**src/sv/qdr_pkg.sv**
```systemverilog
// ----------------------------------------------------------------------------
// qdr_pkg
// Shared types, constants and the arctangent table of the dead reckoning core.
// ----------------------------------------------------------------------------
package qdr_pkg;

    localparam int QUAT_W            = 16;
    localparam int DIST_W            = 24;
    localparam int FWD_W             = 18;
    localparam int POS_OUT_W         = 48;
    localparam int ANGLE_W           = 16;
    localparam int POSITION_WIDTH    = 48;
    localparam int CORDIC_ITERATIONS = 16;
    localparam int ATAN_LEN          = 24;
    localparam int DIV_STEPS         = 17;
    localparam int SQRT_STEPS        = 17;
    localparam int CNT_W             = 5;

    typedef enum logic [4:0] {
        OP_NONE,
        OP_LOAD,
        OP_QMUL,
        OP_QACC,
        OP_DIV_INIT,
        OP_DIV_STEP,
        OP_DIV_DONE,
        OP_DMUL,
        OP_DRND,
        OP_DACC,
        OP_SMUL,
        OP_SACC,
        OP_SQRT_INIT,
        OP_SQRT_STEP,
        OP_SQRT_DONE,
        OP_COR_INIT,
        OP_COR_STEP,
        OP_COR_DONE,
        OP_OUT
    } op_t;

    typedef enum logic [4:0] {
        ST_IDLE,
        ST_QMUL,
        ST_QACC,
        ST_DINIT,
        ST_DSTEP,
        ST_DDONE,
        ST_DMUL,
        ST_DRND,
        ST_DACC,
        ST_SMUL,
        ST_SACC,
        ST_SQINIT,
        ST_SQSTEP,
        ST_SQDONE,
        ST_CINIT,
        ST_CSTEP,
        ST_CDONE,
        ST_OUT
    } state_t;

    typedef struct packed {
        op_t              op;
        logic [CNT_W-1:0] idx;
        logic [1:0]       sel;
    } cmd_t;

    typedef struct packed {
        logic n_zero;
    } status_t;

    // atan(2^-i) in units of pi / 2^31
    function automatic logic [31:0] atan_entry(input logic [CNT_W-1:0] i);
        logic [31:0] v;
        case (i)
            5'd0:    v = 32'h20000000;
            5'd1:    v = 32'h12E4051E;
            5'd2:    v = 32'h09FB385B;
            5'd3:    v = 32'h051111D4;
            5'd4:    v = 32'h028B0D43;
            5'd5:    v = 32'h0145D7E1;
            5'd6:    v = 32'h00A2F61E;
            5'd7:    v = 32'h00517C55;
            5'd8:    v = 32'h0028BE53;
            5'd9:    v = 32'h00145F2F;
            5'd10:   v = 32'h000A2F98;
            5'd11:   v = 32'h000517CC;
            5'd12:   v = 32'h00028BE6;
            5'd13:   v = 32'h000145F3;
            5'd14:   v = 32'h0000A2FA;
            5'd15:   v = 32'h0000517D;
            5'd16:   v = 32'h000028BE;
            5'd17:   v = 32'h0000145F;
            5'd18:   v = 32'h00000A30;
            5'd19:   v = 32'h00000518;
            5'd20:   v = 32'h0000028C;
            5'd21:   v = 32'h00000146;
            5'd22:   v = 32'h000000A3;
            5'd23:   v = 32'h00000051;
            default: v = 32'h00000000;
        endcase
        return v;
    endfunction

endpackage

```
**src/sv/qdr_ctrl.sv**
```systemverilog
// ----------------------------------------------------------------------------
// qdr_ctrl
// Sequencer that steps the datapath through products, divisions, position
// update, square root and both angle rotations, and owns the output valid.
// ----------------------------------------------------------------------------
module qdr_ctrl (
    input  logic             aclk,
    input  logic             aresetn,
    input  logic             s_valid,
    output logic             s_ready,
    output logic             m_valid,
    input  logic             m_ready,
    input  qdr_pkg::status_t status,
    output qdr_pkg::cmd_t    cmd
);

    qdr_pkg::state_t               state_reg, state_next;
    logic [qdr_pkg::CNT_W-1:0]     cnt_reg, cnt_next;
    logic [1:0]                    sel_reg, sel_next;
    logic                          m_valid_reg, m_valid_next;

    always_ff @(posedge aclk) begin
        if (!aresetn) begin
            state_reg   <= qdr_pkg::ST_IDLE;
            cnt_reg     <= '0;
            sel_reg     <= '0;
            m_valid_reg <= 1'b0;
        end else begin
            state_reg   <= state_next;
            cnt_reg     <= cnt_next;
            sel_reg     <= sel_next;
            m_valid_reg <= m_valid_next;
        end
    end

    always_comb begin
        state_next   = state_reg;
        cnt_next     = cnt_reg;
        sel_next     = sel_reg;
        m_valid_next = m_valid_reg && !m_ready;
        s_ready      = 1'b0;
        cmd.op       = qdr_pkg::OP_NONE;
        cmd.idx      = cnt_reg;
        cmd.sel      = sel_reg;
        case (state_reg)
            qdr_pkg::ST_IDLE: begin
                s_ready = 1'b1;
                if (s_valid) begin
                    cmd.op     = qdr_pkg::OP_LOAD;
                    cnt_next   = '0;
                    state_next = qdr_pkg::ST_QMUL;
                end
            end
            qdr_pkg::ST_QMUL: begin
                cmd.op     = qdr_pkg::OP_QMUL;
                state_next = qdr_pkg::ST_QACC;
            end
            qdr_pkg::ST_QACC: begin
                cmd.op = qdr_pkg::OP_QACC;
                if (cnt_reg == qdr_pkg::CNT_W'(7)) begin
                    sel_next   = 2'd0;
                    state_next = qdr_pkg::ST_DINIT;
                end else begin
                    cnt_next   = cnt_reg + 1'b1;
                    state_next = qdr_pkg::ST_QMUL;
                end
            end
            qdr_pkg::ST_DINIT: begin
                // all-zero quaternion needs no division
                if (status.n_zero) begin
                    state_next = qdr_pkg::ST_DDONE;
                end else begin
                    cmd.op     = qdr_pkg::OP_DIV_INIT;
                    cnt_next   = '0;
                    state_next = qdr_pkg::ST_DSTEP;
                end
            end
            qdr_pkg::ST_DSTEP: begin
                cmd.op = qdr_pkg::OP_DIV_STEP;
                if (cnt_reg == qdr_pkg::CNT_W'(qdr_pkg::DIV_STEPS - 1)) begin
                    state_next = qdr_pkg::ST_DDONE;
                end else begin
                    cnt_next = cnt_reg + 1'b1;
                end
            end
            qdr_pkg::ST_DDONE: begin
                cmd.op = qdr_pkg::OP_DIV_DONE;
                if (sel_reg == 2'd2) begin
                    sel_next   = 2'd0;
                    state_next = qdr_pkg::ST_DMUL;
                end else begin
                    sel_next   = sel_reg + 1'b1;
                    state_next = qdr_pkg::ST_DINIT;
                end
            end
            qdr_pkg::ST_DMUL: begin
                cmd.op     = qdr_pkg::OP_DMUL;
                state_next = qdr_pkg::ST_DRND;
            end
            qdr_pkg::ST_DRND: begin
                cmd.op     = qdr_pkg::OP_DRND;
                state_next = qdr_pkg::ST_DACC;
            end
            qdr_pkg::ST_DACC: begin
                cmd.op = qdr_pkg::OP_DACC;
                if (sel_reg == 2'd2) begin
                    sel_next   = 2'd0;
                    state_next = qdr_pkg::ST_SMUL;
                end else begin
                    sel_next   = sel_reg + 1'b1;
                    state_next = qdr_pkg::ST_DMUL;
                end
            end
            qdr_pkg::ST_SMUL: begin
                cmd.op     = qdr_pkg::OP_SMUL;
                state_next = qdr_pkg::ST_SACC;
            end
            qdr_pkg::ST_SACC: begin
                cmd.op = qdr_pkg::OP_SACC;
                if (sel_reg == 2'd1) begin
                    state_next = qdr_pkg::ST_SQINIT;
                end else begin
                    sel_next   = 2'd1;
                    state_next = qdr_pkg::ST_SMUL;
                end
            end
            qdr_pkg::ST_SQINIT: begin
                cmd.op     = qdr_pkg::OP_SQRT_INIT;
                cnt_next   = '0;
                state_next = qdr_pkg::ST_SQSTEP;
            end
            qdr_pkg::ST_SQSTEP: begin
                cmd.op = qdr_pkg::OP_SQRT_STEP;
                if (cnt_reg == qdr_pkg::CNT_W'(qdr_pkg::SQRT_STEPS - 1)) begin
                    state_next = qdr_pkg::ST_SQDONE;
                end else begin
                    cnt_next = cnt_reg + 1'b1;
                end
            end
            qdr_pkg::ST_SQDONE: begin
                cmd.op     = qdr_pkg::OP_SQRT_DONE;
                sel_next   = 2'd0;
                state_next = qdr_pkg::ST_CINIT;
            end
            qdr_pkg::ST_CINIT: begin
                cmd.op     = qdr_pkg::OP_COR_INIT;
                cnt_next   = '0;
                state_next = qdr_pkg::ST_CSTEP;
            end
            qdr_pkg::ST_CSTEP: begin
                cmd.op = qdr_pkg::OP_COR_STEP;
                if (cnt_reg == qdr_pkg::CNT_W'(qdr_pkg::CORDIC_ITERATIONS - 1)) begin
                    state_next = qdr_pkg::ST_CDONE;
                end else begin
                    cnt_next = cnt_reg + 1'b1;
                end
            end
            qdr_pkg::ST_CDONE: begin
                cmd.op = qdr_pkg::OP_COR_DONE;
                if (sel_reg == 2'd1) begin
                    state_next = qdr_pkg::ST_OUT;
                end else begin
                    sel_next   = 2'd1;
                    state_next = qdr_pkg::ST_CINIT;
                end
            end
            qdr_pkg::ST_OUT: begin
                // wait for a free output register
                if (!m_valid_reg || m_ready) begin
                    cmd.op       = qdr_pkg::OP_OUT;
                    m_valid_next = 1'b1;
                    state_next   = qdr_pkg::ST_IDLE;
                end
            end
            default: begin
                state_next = qdr_pkg::ST_IDLE;
            end
        endcase
    end

    assign m_valid = m_valid_reg;

endmodule

```
**src/sv/qdr_datapath.sv**
```systemverilog
// ----------------------------------------------------------------------------
// qdr_datapath
// Shared multiplier, restoring divider, square root and vectoring rotator,
// position accumulators and the output word register.
// ----------------------------------------------------------------------------
module qdr_datapath (
    input  logic                aclk,
    input  logic                aresetn,
    input  qdr_pkg::cmd_t       cmd,
    output qdr_pkg::status_t    status,
    input  logic signed [15:0]  s_quat_w,
    input  logic signed [15:0]  s_quat_x,
    input  logic signed [15:0]  s_quat_y,
    input  logic signed [15:0]  s_quat_z,
    input  logic signed [23:0]  s_distance_step,
    output logic signed [17:0]  m_forward_x,
    output logic signed [17:0]  m_forward_y,
    output logic signed [17:0]  m_forward_z,
    output logic signed [47:0]  m_position_x,
    output logic signed [47:0]  m_position_y,
    output logic signed [47:0]  m_position_z,
    output logic signed [15:0]  m_heading,
    output logic signed [15:0]  m_pitch,
    output logic                m_degenerate
);

    localparam int PW = qdr_pkg::POSITION_WIDTH;
    localparam logic signed [PW-1:0] POS_MAX = {1'b0, {(PW-1){1'b1}}};
    localparam logic signed [PW-1:0] POS_MIN = {1'b1, {(PW-1){1'b0}}};

    logic signed [15:0] qw_reg, qx_reg, qy_reg, qz_reg;
    logic signed [23:0] dist_reg;
    logic signed [47:0] prod_reg, prod_next;
    logic signed [34:0] n_reg, n_next, numx_reg, numx_next;
    logic signed [34:0] numy_reg, numy_next, numz_reg, numz_next;
    logic [33:0]        rem_reg, rem_next;
    logic [16:0]        qsh_reg, qsh_next, quot_reg, quot_next;
    logic               neg_reg, neg_next;
    logic signed [17:0] fx_reg, fx_next, fy_reg, fy_next, fz_reg, fz_next;
    logic signed [25:0] d_reg, d_next;
    logic signed [PW-1:0] posx_reg, posx_next, posy_reg, posy_next, posz_reg, posz_next;
    logic [33:0]        sq_reg, sq_next, sx_reg, sx_next, sr_reg, sr_next;
    logic [33:0]        sbit_reg, sbit_next;
    logic [17:0]        h_reg, h_next;
    logic signed [27:0] cx_reg, cx_next, cy_reg, cy_next;
    logic signed [33:0] cz_reg, cz_next;
    logic               czero_reg, czero_next;
    logic signed [15:0] head_reg, head_next, pitch_reg, pitch_next;

    logic signed [23:0] mul_a, mul_b;
    logic signed [17:0] f_sel;
    logic signed [PW-1:0] pos_sel;

    function automatic logic signed [23:0] ext18(input logic signed [17:0] v);
        return {{6{v[17]}}, v};
    endfunction

    function automatic logic signed [23:0] ext16(input logic signed [15:0] v);
        return {{8{v[15]}}, v};
    endfunction

    always_comb begin
        case (cmd.sel)
            2'd0:    f_sel = fx_reg;
            2'd1:    f_sel = fy_reg;
            default: f_sel = fz_reg;
        endcase
        case (cmd.sel)
            2'd0:    pos_sel = posx_reg;
            2'd1:    pos_sel = posy_reg;
            default: pos_sel = posz_reg;
        endcase
    end

    // one shared multiplier for every product
    always_comb begin
        mul_a = '0;
        mul_b = '0;
        case (cmd.op)
            qdr_pkg::OP_QMUL: begin
                case (cmd.idx[2:0])
                    3'd0:    begin mul_a = ext16(qw_reg); mul_b = ext16(qw_reg); end
                    3'd1:    begin mul_a = ext16(qx_reg); mul_b = ext16(qx_reg); end
                    3'd2:    begin mul_a = ext16(qy_reg); mul_b = ext16(qy_reg); end
                    3'd3:    begin mul_a = ext16(qz_reg); mul_b = ext16(qz_reg); end
                    3'd4:    begin mul_a = ext16(qx_reg); mul_b = ext16(qy_reg); end
                    3'd5:    begin mul_a = ext16(qw_reg); mul_b = ext16(qz_reg); end
                    3'd6:    begin mul_a = ext16(qx_reg); mul_b = ext16(qz_reg); end
                    default: begin mul_a = ext16(qw_reg); mul_b = ext16(qy_reg); end
                endcase
            end
            qdr_pkg::OP_DMUL: begin
                mul_a = ext18(f_sel);
                mul_b = dist_reg;
            end
            qdr_pkg::OP_SMUL: begin
                mul_a = ext18(f_sel);
                mul_b = ext18(f_sel);
            end
            default: begin
                mul_a = '0;
                mul_b = '0;
            end
        endcase
    end

    always_comb begin
        logic signed [34:0] p35, p2, num_sel, mag;
        logic [48:0]        mval;
        logic [33:0]        t, nn, rb;
        logic signed [17:0] qv, xin, yin;
        logic [47:0]        pm;
        logic [42:0]        rsum;
        logic signed [25:0] dmag;
        logic signed [PW:0] psum, dext;
        logic signed [PW-1:0] sat;
        logic signed [27:0] cx0, cy0, shx, shy;
        logic signed [33:0] ae, zr;
        logic signed [15:0] ang;

        p35     = prod_reg[34:0];
        p2      = p35 <<< 1;
        case (cmd.sel)
            2'd0:    num_sel = numx_reg;
            2'd1:    num_sel = numy_reg;
            default: num_sel = numz_reg;
        endcase
        mag     = num_sel[34] ? -num_sel : num_sel;
        mval    = {mag[32:0], 16'd0} + {17'd0, n_reg[32:1]};
        t       = {rem_reg[32:0], qsh_reg[16]};
        nn      = {1'b0, n_reg[32:0]};
        qv      = neg_reg ? -$signed({1'b0, quot_reg}) : $signed({1'b0, quot_reg});
        if (status.n_zero) begin
            qv = (cmd.sel == 2'd0) ? 18'sd65536 : 18'sd0;
        end
        pm      = prod_reg[47] ? 48'(-prod_reg) : 48'(prod_reg);
        rsum    = {1'b0, pm[41:0]} + 43'd32768;
        dmag    = $signed({1'b0, rsum[40:16]});
        dext    = {{(PW + 1 - 26){d_reg[25]}}, d_reg};
        psum    = {pos_sel[PW-1], pos_sel} + dext;
        if (psum[PW] != psum[PW-1]) begin
            sat = psum[PW] ? POS_MIN : POS_MAX;
        end else begin
            sat = psum[PW-1:0];
        end
        rb      = sr_reg + sbit_reg;
        if (cmd.sel == 2'd0) begin
            xin = fx_reg;
            yin = fy_reg;
        end else begin
            xin = $signed(h_reg);
            yin = -fz_reg;
        end
        cx0     = {{2{xin[17]}}, xin, 8'd0};
        cy0     = {{2{yin[17]}}, yin, 8'd0};
        shx     = cx_reg >>> cmd.idx;
        shy     = cy_reg >>> cmd.idx;
        ae      = $signed({2'b00, qdr_pkg::atan_entry(cmd.idx)});
        zr      = cz_reg + 34'sd32768;
        ang     = czero_reg ? 16'sd0 : zr[31:16];

        prod_next  = prod_reg;
        n_next     = n_reg;
        numx_next  = numx_reg;
        numy_next  = numy_reg;
        numz_next  = numz_reg;
        rem_next   = rem_reg;
        qsh_next   = qsh_reg;
        quot_next  = quot_reg;
        neg_next   = neg_reg;
        fx_next    = fx_reg;
        fy_next    = fy_reg;
        fz_next    = fz_reg;
        d_next     = d_reg;
        posx_next  = posx_reg;
        posy_next  = posy_reg;
        posz_next  = posz_reg;
        sq_next    = sq_reg;
        sx_next    = sx_reg;
        sr_next    = sr_reg;
        sbit_next  = sbit_reg;
        h_next     = h_reg;
        cx_next    = cx_reg;
        cy_next    = cy_reg;
        cz_next    = cz_reg;
        czero_next = czero_reg;
        head_next  = head_reg;
        pitch_next = pitch_reg;

        case (cmd.op)
            qdr_pkg::OP_LOAD: begin
                n_next    = '0;
                numx_next = '0;
                numy_next = '0;
                numz_next = '0;
            end
            qdr_pkg::OP_QMUL, qdr_pkg::OP_DMUL, qdr_pkg::OP_SMUL: begin
                prod_next = mul_a * mul_b;
            end
            qdr_pkg::OP_QACC: begin
                case (cmd.idx[2:0])
                    3'd0, 3'd1: begin
                        n_next    = n_reg + p35;
                        numx_next = numx_reg + p35;
                    end
                    3'd2, 3'd3: begin
                        n_next    = n_reg + p35;
                        numx_next = numx_reg - p35;
                    end
                    3'd4, 3'd5: numy_next = numy_reg + p2;
                    3'd6:       numz_next = numz_reg + p2;
                    default:    numz_next = numz_reg - p2;
                endcase
            end
            qdr_pkg::OP_DIV_INIT: begin
                // magnitude plus half the divisor, quotient fits in 17 bits
                rem_next  = {2'b00, mval[48:17]};
                qsh_next  = mval[16:0];
                quot_next = '0;
                neg_next  = num_sel[34];
            end
            qdr_pkg::OP_DIV_STEP: begin
                if (t >= nn) begin
                    rem_next  = t - nn;
                    quot_next = {quot_reg[15:0], 1'b1};
                end else begin
                    rem_next  = t;
                    quot_next = {quot_reg[15:0], 1'b0};
                end
                qsh_next = {qsh_reg[15:0], 1'b0};
            end
            qdr_pkg::OP_DIV_DONE: begin
                case (cmd.sel)
                    2'd0:    fx_next = qv;
                    2'd1:    fy_next = qv;
                    default: fz_next = qv;
                endcase
            end
            qdr_pkg::OP_DRND: begin
                d_next = prod_reg[47] ? -dmag : dmag;
            end
            qdr_pkg::OP_DACC: begin
                case (cmd.sel)
                    2'd0:    posx_next = sat;
                    2'd1:    posy_next = sat;
                    default: posz_next = sat;
                endcase
            end
            qdr_pkg::OP_SACC: begin
                sq_next = (cmd.sel == 2'd0) ? prod_reg[33:0] : sq_reg + prod_reg[33:0];
            end
            qdr_pkg::OP_SQRT_INIT: begin
                sx_next   = sq_reg;
                sr_next   = '0;
                sbit_next = 34'd1 << 32;
            end
            qdr_pkg::OP_SQRT_STEP: begin
                if (sx_reg >= rb) begin
                    sx_next = sx_reg - rb;
                    sr_next = (sr_reg >> 1) + sbit_reg;
                end else begin
                    sr_next = sr_reg >> 1;
                end
                sbit_next = sbit_reg >> 2;
            end
            qdr_pkg::OP_SQRT_DONE: begin
                // remainder above root means round up
                h_next = sr_reg[17:0] + {17'd0, (sx_reg > sr_reg)};
            end
            qdr_pkg::OP_COR_INIT: begin
                czero_next = (xin == 18'sd0) && (yin == 18'sd0);
                if (xin[17]) begin
                    cz_next = yin[17] ? -34'sd2147483648 : 34'sd2147483648;
                    cx_next = -cx0;
                    cy_next = -cy0;
                end else begin
                    cz_next = '0;
                    cx_next = cx0;
                    cy_next = cy0;
                end
            end
            qdr_pkg::OP_COR_STEP: begin
                if (cy_reg > 28'sd0) begin
                    cx_next = cx_reg + shy;
                    cy_next = cy_reg - shx;
                    cz_next = cz_reg + ae;
                end else begin
                    cx_next = cx_reg - shy;
                    cy_next = cy_reg + shx;
                    cz_next = cz_reg - ae;
                end
            end
            qdr_pkg::OP_COR_DONE: begin
                if (cmd.sel == 2'd0) begin
                    head_next = ang;
                end else begin
                    pitch_next = ang;
                end
            end
            default: begin
                prod_next = prod_reg;
            end
        endcase
    end

    always_ff @(posedge aclk) begin
        if (!aresetn) begin
            posx_reg <= '0;
            posy_reg <= '0;
            posz_reg <= '0;
        end else begin
            posx_reg <= posx_next;
            posy_reg <= posy_next;
            posz_reg <= posz_next;
        end
    end

    always_ff @(posedge aclk) begin
        if (cmd.op == qdr_pkg::OP_LOAD) begin
            qw_reg   <= s_quat_w;
            qx_reg   <= s_quat_x;
            qy_reg   <= s_quat_y;
            qz_reg   <= s_quat_z;
            dist_reg <= s_distance_step;
        end
        prod_reg  <= prod_next;
        n_reg     <= n_next;
        numx_reg  <= numx_next;
        numy_reg  <= numy_next;
        numz_reg  <= numz_next;
        rem_reg   <= rem_next;
        qsh_reg   <= qsh_next;
        quot_reg  <= quot_next;
        neg_reg   <= neg_next;
        fx_reg    <= fx_next;
        fy_reg    <= fy_next;
        fz_reg    <= fz_next;
        d_reg     <= d_next;
        sq_reg    <= sq_next;
        sx_reg    <= sx_next;
        sr_reg    <= sr_next;
        sbit_reg  <= sbit_next;
        h_reg     <= h_next;
        cx_reg    <= cx_next;
        cy_reg    <= cy_next;
        cz_reg    <= cz_next;
        czero_reg <= czero_next;
        head_reg  <= head_next;
        pitch_reg <= pitch_next;
    end

    // output word register
    always_ff @(posedge aclk) begin
        logic signed [64:0] ex, ey, ez;
        ex = {{(65 - PW){posx_reg[PW-1]}}, posx_reg};
        ey = {{(65 - PW){posy_reg[PW-1]}}, posy_reg};
        ez = {{(65 - PW){posz_reg[PW-1]}}, posz_reg};
        if (cmd.op == qdr_pkg::OP_OUT) begin
            m_forward_x  <= fx_reg;
            m_forward_y  <= fy_reg;
            m_forward_z  <= fz_reg;
            m_position_x <= ex[47:0];
            m_position_y <= ey[47:0];
            m_position_z <= ez[47:0];
            m_heading    <= head_reg;
            m_pitch      <= pitch_reg;
            m_degenerate <= status.n_zero;
        end
    end

    assign status.n_zero = (n_reg == 35'sd0);

endmodule

```
**src/sv/quaternion_dead_reckoning_core.sv**
```systemverilog
// ----------------------------------------------------------------------------
// quaternion_dead_reckoning_core
// Dead reckoning from an orientation quaternion and a distance per word.
// ----------------------------------------------------------------------------
// Input channel s_*: one word carries a Q1.14 quaternion and a Q8.16 distance.
// Output channel m_*: one word per input, with the forward column of the
// rotation matrix (Q1.16), the saturating Q32.16 position after the step,
// heading and pitch in units of pi/32768 and a degenerate flag for the
// all-zero quaternion (forward taken as 1,0,0).
// The sequencer handles one word at a time and takes the next word only after
// the last one has reached the output register; the divisions are skipped
// for the all-zero quaternion.
// The time goes to three 17-step restoring divisions, a 17-step square root
// and two CORDIC runs of 16 iterations; all products share one 24x24 multiplier.
// The result sits in an output register, so a new word is accepted while a
// stalled result waits; the next result holds in its last step until the
// output register is free.
// Reset clears the position to zero and drops m_valid.
// ----------------------------------------------------------------------------
module quaternion_dead_reckoning_core (
    input  logic                aclk,
    input  logic                aresetn,
    input  logic                s_valid,
    output logic                s_ready,
    input  logic signed [15:0]  s_quat_w,
    input  logic signed [15:0]  s_quat_x,
    input  logic signed [15:0]  s_quat_y,
    input  logic signed [15:0]  s_quat_z,
    input  logic signed [23:0]  s_distance_step,
    output logic                m_valid,
    input  logic                m_ready,
    output logic signed [17:0]  m_forward_x,
    output logic signed [17:0]  m_forward_y,
    output logic signed [17:0]  m_forward_z,
    output logic signed [47:0]  m_position_x,
    output logic signed [47:0]  m_position_y,
    output logic signed [47:0]  m_position_z,
    output logic signed [15:0]  m_heading,
    output logic signed [15:0]  m_pitch,
    output logic                m_degenerate
);

    qdr_pkg::cmd_t    cmd;
    qdr_pkg::status_t status;

    qdr_ctrl u_ctrl (
        .aclk    (aclk),
        .aresetn (aresetn),
        .s_valid (s_valid),
        .s_ready (s_ready),
        .m_valid (m_valid),
        .m_ready (m_ready),
        .status  (status),
        .cmd     (cmd)
    );

    qdr_datapath u_datapath (
        .aclk            (aclk),
        .aresetn         (aresetn),
        .cmd             (cmd),
        .status          (status),
        .s_quat_w        (s_quat_w),
        .s_quat_x        (s_quat_x),
        .s_quat_y        (s_quat_y),
        .s_quat_z        (s_quat_z),
        .s_distance_step (s_distance_step),
        .m_forward_x     (m_forward_x),
        .m_forward_y     (m_forward_y),
        .m_forward_z     (m_forward_z),
        .m_position_x    (m_position_x),
        .m_position_y    (m_position_y),
        .m_position_z    (m_position_z),
        .m_heading       (m_heading),
        .m_pitch         (m_pitch),
        .m_degenerate    (m_degenerate)
    );

endmodule

```
**config.mk**
```make
export PLATFORM = sky130hd
export DESIGN_NAME = quaternion_dead_reckoning_core
export DESIGN_NICKNAME = d
export VERILOG_FILES = /design/src/sv/qdr_pkg.sv /design/src/sv/qdr_ctrl.sv /design/src/sv/qdr_datapath.sv /design/src/sv/quaternion_dead_reckoning_core.sv
export SDC_FILE = /design/constraint.sdc
export NUM_CORES = 2
export LEC_CHECK = 0
export ABC_AREA = 1
export BUFFER_PORTS_ARGS = -buffer_cell sky130_fd_sc_hd__buf_2
export CORE_MARGIN = 5
export CORE_UTILIZATION = 45
export CTS_CLUSTER_SIZE = 10
export DETAILED_ROUTE_END_ITERATION = 8
export PLACE_DENSITY = 0.63
export RECOVER_POWER = 100
export SLEW_MARGIN = 30
export SYNTH_ARGS = -nofsm -noshare
export SYNTH_HDL_FRONTEND = slang
export SYNTH_SLANG_ARGS = --single-unit
export TNS_END_PERCENT = 5
```
**constraint.sdc**
```tcl
create_clock -name aclk -period 13.3 [get_ports aclk]
set_clock_uncertainty 0.2 [all_clocks]
set_input_delay 1.33 -clock aclk [delete_from_list [all_inputs] [get_ports aclk]]
set_output_delay 1.33 -clock aclk [all_outputs]
set_load 0.005 [all_outputs]
```
==> metrics <==
CP Max Fanout=74; Num CTS Buffers=140; fin cells=roughly 15000; Max clock buf depth=3; Critical path origin=u_ctrl.sel_reg[1]$_SDFFE_PN0P_; Setup CP Type=reg2reg; RSZ-0062 raised after global routing=false; Die H=468 um; failing checks=max-capacitance violations, max-slew violations; status=finished, violations left; Slew HR=-442%; clock network fraction of total power=between 20% and 30%; DP HPWL=249 mm; Pre-Repair DR Iteration Count=9; CP top delay family=adder cells; largest net degree at the start of global routing=152; Routed WL=317 mm; Internal Power=approximately 0.0086 W; ys flop type=edfxtp_1; Levels on crit path=32; Starting Density=45.1%; Hold Buf Count CTS=0; Reg-to-Reg End=u_datapath.prod_reg[36]$_DFFE_PP_; clk_lat worst skew=just over 800 ps; first-pass GRT wire length=480 mm; P&R area growth vs syn=9.42%; worst stage delay on the critical path=roughly 2300 ps; fillers=20300; sum of negative setup slack=0 ps; synth unique cells=75; Final Total Pwr=roughly 0.015 W; num ports=between 300 and 400; sequential fraction of the synthesis area=roughly a third; final instance area=103000 um2; slowest CP cell=clkbuf_1; GRT Residual Overflow=0; Worst Hold Class=reg2reg; Worst-path clk slew=60 ps; max cap viols=39; Slew Viols, Final=1776; worst reg2reg path depth=32; Flop pwr share=28.5%; CTS tree=built; leak pwr=47.7 nW; syn avg cell area=7.87 um2; reg2reg start=u_ctrl.sel_reg[1]$_SDFFE_PN0P_; placed cells=14900; smallest hold slack=between 200 and 250 ps; Die X=468 um; post-CTS sizing=0; die area=219000 um2; routability cong.=between 1 and 1.5; DRC viols=0; cells after synthesis=12000; Sink Count=1092; minimum clock period=11680 ps; Wirelength per Cell=20.9 um; capturing element type of the critical path=flop; drt initial violations=8009; NumNets Final=13400; FFs w/ async S/R, synth=0%; port bufs=324; Synth Register Bits=1092; Post-DP Area=roughly 100000 um2; final hold viol count=0; WP data arrival=12030 ps; # rows=~170; initial antenna violation count=5; syn_nets=13200; DR vias/cell=5.57; reg2reg setup slack=1620 ps; final period utilization=87.8%; PwrDens=approximately 150 nW/um2; vias in the first global route=roughly 81000; layout cells sized above 1=5.30%; Worst Path Required=13650 ps; YS warnings=0; ANT nets after route=0; via count=84400; mapped cell area=94400 um2; highest clock rate=85.6 MHz; Worst-Margin Slew=roughly 8000 ps; Sw Share=44.4%; Psw=0.00686 W; worst path buffer plus inverter count=7; combinational share of power=47.3%; H-tree depth=4; VDD IR max=0.160 mV; EDFF count, synth=905; critical path launch point type=flop; CP Capture Point=u_datapath.prod_reg[36]$_DFFE_PP_; clk root buf=clkbuf_16; GRT Total Usage=28.2%; post-CTS setup buffer count=0; Final setup viols=0; CORE AREA=about 210000 um2
how the worst min path moves through the flow:
stage | from | to | slack [ps] | cells past startpoint
2_1_floorplan | u_datapath.head_reg[0]$_DFFE_PP_ | u_datapath.m_heading[0]$_DFFE_PN_ | 200 | 0
3_3_place_gp | u_datapath.head_reg[15]$_DFFE_PP_ | u_datapath.m_heading[15]$_DFFE_PN_ | 210 | 0
3_5_place_dp | u_datapath.pitch_reg[0]$_DFFE_PP_ | u_datapath.m_pitch[0]$_DFFE_PN_ | 200 | 0
4_1_cts | u_datapath.pitch_reg[0]$_DFFE_PP_ | u_datapath.m_pitch[0]$_DFFE_PN_ | 210 | 0
5_1_grt | u_datapath.pitch_reg[0]$_DFFE_PP_ | u_datapath.m_pitch[0]$_DFFE_PN_ | 220 | 0
6_report | u_datapath.pitch_reg[5]$_DFFE_PP_ | u_datapath.m_pitch[5]$_DFFE_PN_ | 210 | 0
worst reg2reg max path, delay by kind of cell, from the launching register on:
kind / cells / cell delay [ps]
AOI/OAI and AO/OA: 9 / 2180
adders and majority gates: 8 / 3730
buffers and inverters: 7 / 3720
DFF: 1 / 380
xor gates and xnor gates: 1 / 140
and+or+nand+nor: 7 / 1070
power by group through the flow:
stage,clock network [W],registers [W],logic [W]
finish,0.00374,0.00439,0.00730
global route,0.00396,0.00439,0.00817
CTS,0.00381,0.00436,0.00725
detailed placement,0,0.00443,0.00720
global placement,0,0.00443,0.00711
floorplan,0,0.00425,0.00525
area by class of cell:
type,instances,area (um2),share of cell area (%)
inverters,1919,7210,6.98
diodes,4,10.0,0.00969
clock inverters,44,663,0.642
flip-flops and latches,1092,30900,29.9
repair buffers,458,2310,2.24
multi-input cells,8628,54800,53.1
well taps,2805,3510,3.40
clock buffers,207,3840,3.72
layer usage:
| layer | share of wire [%] | global-route usage, % |
|---|---|---|
| met4 | 4.5 | 11.0 |
| met5 | 0.0063 | 0 |
| met1 | 43 | 38.5 |
| met3 | 7.5 | 4.13 |
| met2 | 45 | 45.4 |
layout by cell type, fill, tap and decap left out, types with 38 or more instances in the layout:
cell type  Yosys  layout
edfxtp_1     905     905
clkbuf_16      0     140
o211ai_1     115     115
o22ai_1       83      83
ha_1         608     608
xor2_1       266     266
xnor2_1      172     172
a31oi_1       92      92
clkbuf_1     259     276
nor3_1       103     104
dfxtp_1      187     184
o21ai_1       60      41
nor4_1        37      38
a21boi_0      39      39
nor2_1      1002    1004
buf_4         10      90
nand2_1     2628    2628
or2_2         72      72
inv_1       1887    1891
buf_2         43     145
nand3_1      455     455
o21a_1        56      55
o21ai_0      927     936
fa_1         509     509
a21o_1        40      40
a21oi_1      888     888
nand4_1       94      94
o21bai_1      66      66
cells by family after synthesis:
kind of cell,Yosys count,synth area share (%)
simple gates,4541,19.9
compound gates,2513,15.0
buf+inv,2281,9.23
fa+ha+maj,1117,18.9
flops,1092,32.8
xor+xnor,438,4.06
mux,19,0.201
synthesized netlist by cell type, types with 19 or more instances:
library cell / count / area, um2
edfxtp_1: 905 / 27200
buf_2: 43 / 215
fa_1: 509 / 10200
nor3_1: 103 / 515
o22ai_1: 83 / 519
buf_1: 41 / 154
dfxtp_1: 187 / 3740
a21oi_1: 888 / 4440
nand2_2: 34 / 213
a221oi_1: 24 / 210
xnor2_1: 172 / 1510
mux2i_1: 19 / 190
o21ai_0: 927 / 4640
or2_2: 72 / 450
nor4_1: 37 / 231
inv_1: 1887 / 7080
nand4_1: 94 / 588
o21a_1: 56 / 420
o21ai_1: 60 / 300
nand3_1: 455 / 2280
xor2_1: 266 / 2330
clkbuf_1: 259 / 972
nand2_1: 2628 / 9860
ha_1: 608 / 7610
o21bai_1: 66 / 495
o221ai_1: 31 / 272
a21o_1: 40 / 300
nor2_1: 1002 / 3760
inv_2: 25 / 93.8
nor2_2: 37 / 231
a21boi_0: 39 / 293
a31oi_1: 92 / 576
o211ai_1: 115 / 863
through the flow:
stage	util [%]	setup slack, ps
floorplan	-	3840
global placement	47.5	2450
detailed placement	47.5	2140
CTS	49.6	2160
global route	49.4	828
finish	49.4	1620
(Power assumes the default switching activity.)
